### config.mk
export PLATFORM = sky130hd
export DESIGN_NAME = lcd_mode_line_timer_core
export DESIGN_NICKNAME = d
export VERILOG_FILES = /design/src/lcdmlt_pkg.sv /design/src/lcd_mode_line_timer_core.sv
export VERILOG_INCLUDE_DIRS = /design/src /design/src/src
export SDC_FILE = /design/constraint.sdc
export NUM_CORES = 1
export LEC_CHECK = 0
export BUFFER_PORTS_ARGS = -buffer_cell sky130_fd_sc_hd__buf_2
export CORE_MARGIN = 1
export CORE_UTILIZATION = 45
export DETAILED_ROUTE_END_ITERATION = 8
export GPL_ROUTABILITY_DRIVEN = 1
export PLACE_DENSITY_LB_ADDON = 0.12
export SLEW_MARGIN = 30
export SYNTH_ARGS = -nofsm -noshare
export SYNTH_HDL_FRONTEND = slang
export SYNTH_SLANG_ARGS = --single-unit
export TNS_END_PERCENT = 50
### constraint.sdc
create_clock -name clk_i -period 10.6 [get_ports clk_i]
set_input_delay 0.53 -clock clk_i [delete_from_list [all_inputs] [get_ports clk_i]]
set_output_delay 0.53 -clock clk_i [all_outputs]
set_load 0.02 [all_outputs]
### src/lcd_mode_line_timer_core_defines.svh
// Assertion macros used by the LCD mode and line timer RTL.
`ifndef LCD_MODE_LINE_TIMER_CORE_DEFINES_SVH
`define LCD_MODE_LINE_TIMER_CORE_DEFINES_SVH

`ifndef SYNTHESIS
// Clocked property check that is disabled while reset is asserted.
`define LMT_ASSERT(name, clk, rst_n, prop) \
  name: assert property (@(posedge clk) disable iff (!rst_n) prop) \
    else $error("lcd timer check failed");
// Implication form of the check above.
`define LMT_ASSERT_IMP(name, clk, rst_n, ante, cons) \
  `LMT_ASSERT(name, clk, rst_n, (ante) |-> (cons))
`else
`define LMT_ASSERT(name, clk, rst_n, prop)
`define LMT_ASSERT_IMP(name, clk, rst_n, ante, cons)
`endif

`endif

### src/lcdmlt_pkg.sv
// Types and constants of the LCD mode and line timer.
`default_nettype none

package lcdmlt_pkg;

  typedef enum logic [1:0] {
    MODE_HBLANK = 2'd0,
    MODE_VBLANK = 2'd1,
    MODE_OAM    = 2'd2,
    MODE_XFER   = 2'd3
  } lcd_mode_e;

  typedef enum logic [2:0] {
    REG_DISPLAY_ENABLE = 3'd0,
    REG_LINE_COMPARE   = 3'd1,
    REG_STAT_ENABLES   = 3'd2,
    REG_HBLANK_TICKS   = 3'd3,
    REG_VBLANK_TICKS   = 3'd4,
    REG_OAM_TICKS      = 3'd5,
    REG_XFER_TICKS     = 3'd6
  } reg_idx_e;

  localparam logic [7:0]  LAST_VISIBLE_LINE = 8'd143;
  localparam logic [7:0]  FIRST_VBLANK_LINE = 8'd144;
  localparam logic [7:0]  LAST_LINE         = 8'd153;
  localparam logic [10:0] COUNTER_MAX       = 11'h7FF;

  localparam logic [9:0]  HBLANK_RST = 10'd204;
  localparam logic [9:0]  VBLANK_RST = 10'd456;
  localparam logic [9:0]  OAM_RST    = 10'd80;
  localparam logic [9:0]  XFER_RST   = 10'd172;

  // Bit positions inside stat_enables.
  localparam int unsigned STAT_EN_HBLANK = 0;
  localparam int unsigned STAT_EN_VBLANK = 1;
  localparam int unsigned STAT_EN_OAM    = 2;
  localparam int unsigned STAT_EN_COIN   = 3;

endpackage

`default_nettype wire

### src/lcd_mode_line_timer_core.sv
// LCD mode and line timer: tick accumulation, mode sequencing and interrupt requests.
//
//   channel   | handshake                  | payload
//   ----------+----------------------------+-------------------------------------------
//   input     | in_valid_i / in_stall_o    | ticks_i
//   output    | out_valid_o / out_stall_i  | lcd_mode_o, line_o, coincidence_o,
//             |                            | vblank_irq_o, stat_irq_o, render_request_o
//   config    | APB psel/penable/pwrite    | paddr, pwdata, prdata, pready
//
// Every accepted beat produces one result beat on the following cycle.
// One beat per cycle is sustained unless the output side stalls; the add, saturate and
// length compare sit between the timing state registers and the result register.
// The input stalls only while a result is held and the output side stalls.
// Reset puts the timer on line 0 in HBlank with a cleared counter and default lengths.
`default_nettype none

`include "lcd_mode_line_timer_core_defines.svh"

module lcd_mode_line_timer_core (
  input  wire logic        clk_i,
  input  wire logic        rst_ni,
  input  wire logic        in_valid_i,
  output logic             in_stall_o,
  input  wire logic [7:0]  ticks_i,
  output logic             out_valid_o,
  input  wire logic        out_stall_i,
  output logic [1:0]       lcd_mode_o,
  output logic [7:0]       line_o,
  output logic             coincidence_o,
  output logic             vblank_irq_o,
  output logic             stat_irq_o,
  output logic             render_request_o,
  input  wire logic        psel,
  input  wire logic        penable,
  input  wire logic        pwrite,
  input  wire logic [4:0]  paddr,
  input  wire logic [31:0] pwdata,
  output logic [31:0]      prdata,
  output logic             pready
);
  import lcdmlt_pkg::*;

  // Configuration registers.
  logic       display_enable_q;
  logic [7:0] line_compare_q;
  logic [3:0] stat_enables_q;
  logic [9:0] hblank_ticks_q;
  logic [9:0] vblank_ticks_q;
  logic [9:0] oam_ticks_q;
  logic [9:0] xfer_ticks_q;

  // Timing state.
  logic [10:0] counter_q, counter_d;
  lcd_mode_e   mode_q, mode_d;
  logic [7:0]  line_q, line_d;
  logic        coin_q, coin_d;

  // Result register.
  logic        out_valid_q;
  lcd_mode_e   res_mode_q;
  logic [7:0]  res_line_q;
  logic        res_coin_q;
  logic        res_vbl_q;
  logic        res_stat_q;
  logic        res_render_q;

  logic        in_acc;
  logic        cfg_wr;
  reg_idx_e    cfg_idx;
  logic [11:0] sum;
  logic [10:0] counter_sat;
  logic [7:0]  line_inc;
  logic        vbl_irq;
  logic        stat_req;
  logic        render;

  assign pready     = 1'b1;
  assign cfg_wr     = psel & penable & pwrite;
  assign cfg_idx    = reg_idx_e'(paddr[4:2]);
  assign in_stall_o = out_valid_q & out_stall_i;
  assign in_acc     = in_valid_i & ~in_stall_o;

  always_comb begin
    prdata = '0;
    unique case (cfg_idx)
      REG_DISPLAY_ENABLE: prdata = {31'd0, display_enable_q};
      REG_LINE_COMPARE:   prdata = {24'd0, line_compare_q};
      REG_STAT_ENABLES:   prdata = {28'd0, stat_enables_q};
      REG_HBLANK_TICKS:   prdata = {22'd0, hblank_ticks_q};
      REG_VBLANK_TICKS:   prdata = {22'd0, vblank_ticks_q};
      REG_OAM_TICKS:      prdata = {22'd0, oam_ticks_q};
      REG_XFER_TICKS:     prdata = {22'd0, xfer_ticks_q};
      default:            prdata = '0;
    endcase
  end

  always_ff @(posedge clk_i or negedge rst_ni) begin
    if (!rst_ni) begin
      display_enable_q <= 1'b1;
      line_compare_q   <= '0;
      stat_enables_q   <= '0;
      hblank_ticks_q   <= HBLANK_RST;
      vblank_ticks_q   <= VBLANK_RST;
      oam_ticks_q      <= OAM_RST;
      xfer_ticks_q     <= XFER_RST;
    end else if (cfg_wr) begin
      unique case (cfg_idx)
        REG_DISPLAY_ENABLE: display_enable_q <= pwdata[0];
        REG_LINE_COMPARE:   line_compare_q   <= pwdata[7:0];
        REG_STAT_ENABLES:   stat_enables_q   <= pwdata[3:0];
        REG_HBLANK_TICKS:   hblank_ticks_q   <= pwdata[9:0];
        REG_VBLANK_TICKS:   vblank_ticks_q   <= pwdata[9:0];
        REG_OAM_TICKS:      oam_ticks_q      <= pwdata[9:0];
        REG_XFER_TICKS:     xfer_ticks_q     <= pwdata[9:0];
        default: ;
      endcase
    end
  end

  always_comb begin
    sum         = {1'b0, counter_q} + {4'd0, ticks_i};
    counter_sat = sum[11] ? COUNTER_MAX : sum[10:0];
    line_inc    = line_q + 8'd1;
    counter_d   = counter_sat;
    mode_d      = mode_q;
    line_d      = line_q;
    vbl_irq     = 1'b0;
    stat_req    = 1'b0;
    render      = 1'b0;

    unique case (mode_q)
      MODE_HBLANK: begin
        if (counter_sat >= {1'b0, hblank_ticks_q}) begin
          counter_d = '0;
          line_d    = line_inc;
          if (line_inc == FIRST_VBLANK_LINE) begin
            mode_d   = MODE_VBLANK;
            vbl_irq  = 1'b1;
            stat_req = stat_enables_q[STAT_EN_VBLANK];
          end else begin
            mode_d   = MODE_OAM;
            stat_req = stat_enables_q[STAT_EN_OAM];
          end
        end
      end
      MODE_VBLANK: begin
        if (counter_sat >= {1'b0, vblank_ticks_q}) begin
          counter_d = '0;
          line_d    = line_inc;
          // Past the last line the frame restarts on line zero.
          if (line_inc > LAST_LINE) begin
            mode_d   = MODE_OAM;
            stat_req = stat_enables_q[STAT_EN_OAM];
            line_d   = '0;
          end
        end
      end
      MODE_OAM: begin
        if (counter_sat >= {1'b0, oam_ticks_q}) begin
          counter_d = '0;
          mode_d    = MODE_XFER;
        end
      end
      MODE_XFER: begin
        if (counter_sat >= {1'b0, xfer_ticks_q}) begin
          counter_d = '0;
          mode_d    = MODE_HBLANK;
          stat_req  = stat_enables_q[STAT_EN_HBLANK];
          render    = 1'b1;
        end
      end
      default: ;
    endcase

    coin_d = (line_q == line_compare_q);
    if (coin_d && stat_enables_q[STAT_EN_COIN]) begin
      stat_req = 1'b1;
    end

    // Display disabled: counter and coincidence hold; line 0 in VBlank, no requests.
    if (!display_enable_q) begin
      counter_d = counter_q;
      mode_d    = MODE_VBLANK;
      line_d    = '0;
      coin_d    = coin_q;
      vbl_irq   = 1'b0;
      stat_req  = 1'b0;
      render    = 1'b0;
    end
  end

  always_ff @(posedge clk_i or negedge rst_ni) begin
    if (!rst_ni) begin
      counter_q   <= '0;
      mode_q      <= MODE_HBLANK;
      line_q      <= '0;
      coin_q      <= 1'b0;
      out_valid_q <= 1'b0;
    end else begin
      out_valid_q <= in_acc | (out_valid_q & out_stall_i);
      if (in_acc) begin
        counter_q <= counter_d;
        mode_q    <= mode_d;
        line_q    <= line_d;
        coin_q    <= coin_d;
      end
    end
  end

  always_ff @(posedge clk_i) begin
    if (in_acc) begin
      res_mode_q   <= mode_d;
      res_line_q   <= line_d;
      res_coin_q   <= coin_d;
      res_vbl_q    <= vbl_irq;
      res_stat_q   <= stat_req;
      res_render_q <= render;
    end
  end

  assign out_valid_o      = out_valid_q;
  assign lcd_mode_o       = res_mode_q;
  assign line_o           = res_line_q;
  assign coincidence_o    = res_coin_q;
  assign vblank_irq_o     = res_vbl_q;
  assign stat_irq_o       = res_stat_q;
  assign render_request_o = res_render_q;

  `LMT_ASSERT(a_line_in_frame, clk_i, rst_ni, (line_q <= LAST_LINE))
  `LMT_ASSERT_IMP(a_render_enters_hblank, clk_i, rst_ni, out_valid_q && res_render_q,
    res_mode_q == MODE_HBLANK)
  `LMT_ASSERT_IMP(a_vblank_irq_line, clk_i, rst_ni, out_valid_q && res_vbl_q,
    res_mode_q == MODE_VBLANK && res_line_q == FIRST_VBLANK_LINE)
  `LMT_ASSERT(a_display_off_result, clk_i, rst_ni,
    (in_acc && !display_enable_q) |=> (res_line_q == 8'd0 && res_mode_q == MODE_VBLANK
      && !res_stat_q && !res_vbl_q && !res_render_q))

endmodule

`default_nettype wire
==> impl_metrics.json <==
{
  "cts.clk_slew.worst_paths_ns": 0.07,
  "hold_viol": 0,
  "powerDensity_nw_per_um2": 275,
  "drc": 0,
  "drive_gt1_frac": 0.179,
  "final-setup-viol-count": 0,
  "multi_input_area_um2": 3500,
  "worstMarginPinSlew_ns": 0.977,
  "yosys-top-cells-area": "dfrtp_1, ha_1, edfxtp_1, dfstp_2, mux2_2",
  "grt_use_total": 0.245,
  "seqPwrFrac": 0.294,
  "fin_skew_ns": 0.00753,
  "grt_pass1_wl_mm": 26.9,
  "fp.dieH_um": 120,
  "maxUsedRoutingLayer": "met4",
  "status": "finished clean",
  "power_leakage_nw": 3.14,
  "synth.avg_cell_area_um2": 9.22,
  "first_pass_iters": 7,
  "p_comb_frac": 0.524,
  "clockBufferDepth": 2,
  "cts_resized": 0,
  "rsz0062_at_grt": "false",
  "path_max_fanout": 15,
  "antenna_found_initial": 0,
  "numCtsBuffers": 9,
  "vias": 5194,
  "seq_area_um2": 2340,
  "synth_warnings": 0,
  "grt_max_degree": 77,
  "ir_worst_vdd_mv": 0.101,
  "die_w_um": 120,
  "row_count": 42,
  "slew_viol_final": 0,
  "post-route-period-util": 0.472,
  "gp_congestion": 0.883,
  "synth.distinct_cells": 70,
  "cts_root_buf": "clkbuf_16",
  "layout_commonest_cell": "nand2_1",
  "synthCells": 681,
  "ys.flop_type": "dfrtp_1",
  "pin_count": 101,
  "fin_setup_tns_ns": 0,
  "cts_sinks": 90,
  "nFillCells": 1289,
  "clock_power_share": 0.182,
  "die_area_um2": 14400,
  "worstPathArrival_ns": 5.09,
  "fp.coreArea_um2": 13400,
  "wl_met3_um": 661,
  "synth-edff-count": 14,
  "required_ns": 10.69,
  "final_nets": 815,
  "intPower_w": 0.00106,
  "wl_met1_mm": 7.65,
  "overflow": 0,
  "async_reset_ff_frac": 0.844,
  "seq_area_frac_synth": 0.373,
  "instances_no_fill": 893,
  "crit_type": "reg -> reg",
  "wirelength_mm": 16.9,
  "max_freq_ghz": 0.200,
  "grt_pass1_vias": 4951,
  "drt_iter0_drc": 380,
  "synth_seq_cells": 90,
  "area_growth_pct": 9.27,
  "n_antenna_cell": 0,
  "met2_length_mm": 8.11,
  "placed_area_um2": 6550,
  "finalInstanceArea_um2": 6860,
  "synth_top_cell_by_area": "dfrtp_1",
  "post_cts_buffers": 0,
  "cts_hold_buf": 0,
  "cap_violations": 0,
  "numPortBuffers": 53,
  "dp_cells": 877,
  "insertion_delay_ns": 0.35,
  "layout_min_cycle_time_ns": 5.01,
  "end_kind": "flip-flop",
  "wire_per_inst_um": 18.9,
  "yosysTopAreaCellShare": 0.243,
  "start_kind": "flip-flop",
  "netlist_area_um2": 6280,
  "initial_core_util": 0.468,
  "htree_levels": 3,
  "ant_nets": 0,
  "p_switching_w": 0.000829,
  "vias_per_cell": 5.82,
  "mostFrequentLayoutCells": "nand2_1, dfrtp_1, o21ai_0, buf_2",
  "hpwl_mm": 12.0,
  "slew_headroom": 0.347,
  "cts_tree": "built",
  "min_path_type": "in -> async",
  "p_sw_frac": 0.439
}
==> state kept, by name (all words and copies together) (netlist names) <==
signal and flops:
lcd_mode_o 2, xfer_ticks_q 10, coincidence_o 1, vblank_ticks_q 10
stat_irq_o 1, stat_enables_q 4, render_request_o 1, coin_q 1
oam_ticks_q 10, mode_q 2, hblank_ticks_q 10, line_o 8
vblank_irq_o 1, out_valid_o 1, line_q 8, display_enable_q 1
line_compare_q 8, counter_q 11
==> synthesized netlist by cell type, types with 4 or more instances <==
master / number
nand2b_1: 11
a211o_1: 4
xnor2_1: 18
edfxtp_1: 14
nor3_1: 7
inv_1: 50
o211ai_1: 8
o22ai_1: 5
a21o_1: 11
a31oi_1: 5
a211oi_1: 5
ha_1: 50
a21oi_1: 31
o21ai_0: 52
o221ai_1: 4
dfstp_2: 15
nand2_1: 73
clkbuf_1: 22
a221oi_1: 5
or3_1: 4
nor2_1: 36
a22oi_1: 11
mux2i_1: 12
nand4_1: 10
buf_4: 26
dfrtp_1: 61
or2_2: 6
and3_1: 8
nor2b_1: 8
buf_2: 7
a22o_1: 8
mux2_2: 30
==> layout make-up <==
class	count	area share
Sequential cell	90	0.341
Tap cell	176	0.0321
Multi-Input combinational cell	504	0.511
Inverter	50	0.0274
Clock inverter	3	0.00949
Clock buffer	13	0.0350
Timing Repair Buffer	57	0.0440
==> worst max-delay path, cell delays in order, from the launching register on <==
cell      delay [ns]
dfrtp_1         0.39
ha_1            0.35
a21o_1          0.21
a21oi_2         0.15
a21oi_1         0.10
or2_2           0.30
a21o_1          0.20
and2_1          0.21
nor2_1          0.45
ha_1            0.34
o21ai_1         0.18
a211oi_1        0.13
a221o_1         0.42
or3_1           0.59
and3b_1         0.32
a221oi_1        0.29
o22ai_1         0.11
==> worst paths after layout <==
kind | startpoint | to | slack, ns | depth (start not counted)
min reg2reg | counter_q[0] | counter_q[0] | 0.50 | 2
max reg2reg | counter_q[3] | stat_irq_o | 5.59 | 16
min | rst_ni | line_q[1] | 0.20 | 1
min in group clk_i | in_valid_i | out_valid_o | 0.39 | 2
max in group asynchronous | rst_ni | counter_q[2] | 9.89 | 1
max | counter_q[3] | stat_irq_o | 5.59 | 16
==> kinds of logic after synthesis <==
group / share of synthesized area
buffers and inverters: 0.0815
flip-flops: 0.373
other: 0.00120
AO/OA/AOI/OAI: 0.194
XOR/XNOR: 0.0265
adder cells (fa/ha/maj): 0.103
AND/OR/NAND/NOR: 0.143
multiplexers: 0.0778
==> metrics by stage <==
| step | worst slack (ns) | util | hold slack, ns | total power (W) |
|---|---|---|---|---|
| 6_report | 5.59 | 0.512 | 0.202 | 0.00189 |
| 5_1_grt | 5.31 | 0.512 | 0.263 | 0.00202 |
| 4_1_cts | 5.65 | 0.512 | 0.250 | 0.00188 |
| 3_5_place_dp | 5.41 | 0.489 | 0.488 | 0.00152 |
| 3_3_place_gp | 5.47 | 0.489 | 0.485 | 0.00149 |
| 2_1_floorplan | 6.12 | - | 0.234 | 0.00127 |
==> routing by layer <==
metal	GRT usage	vias up
met3	0.0314	29
li1	-	2468
met4	0.0977	0
met5	0	-
met2	0.400	162
met1	0.328	2535
==> power by group through the flow <==
stage | Sequential [W] | Combinational (W) | Clock, W
after global routing | 0.000566 | 0.00110 | 0.000360
after detailed placement | 0.000558 | 0.000964 | 0
after global placement | 0.000555 | 0.000935 | 0
final | 0.000555 | 0.000989 | 0.000344
after floorplan | 0.000517 | 0.000756 | 0
after CTS | 0.000552 | 0.000975 | 0.000349
(Power assumes the default switching activity.)
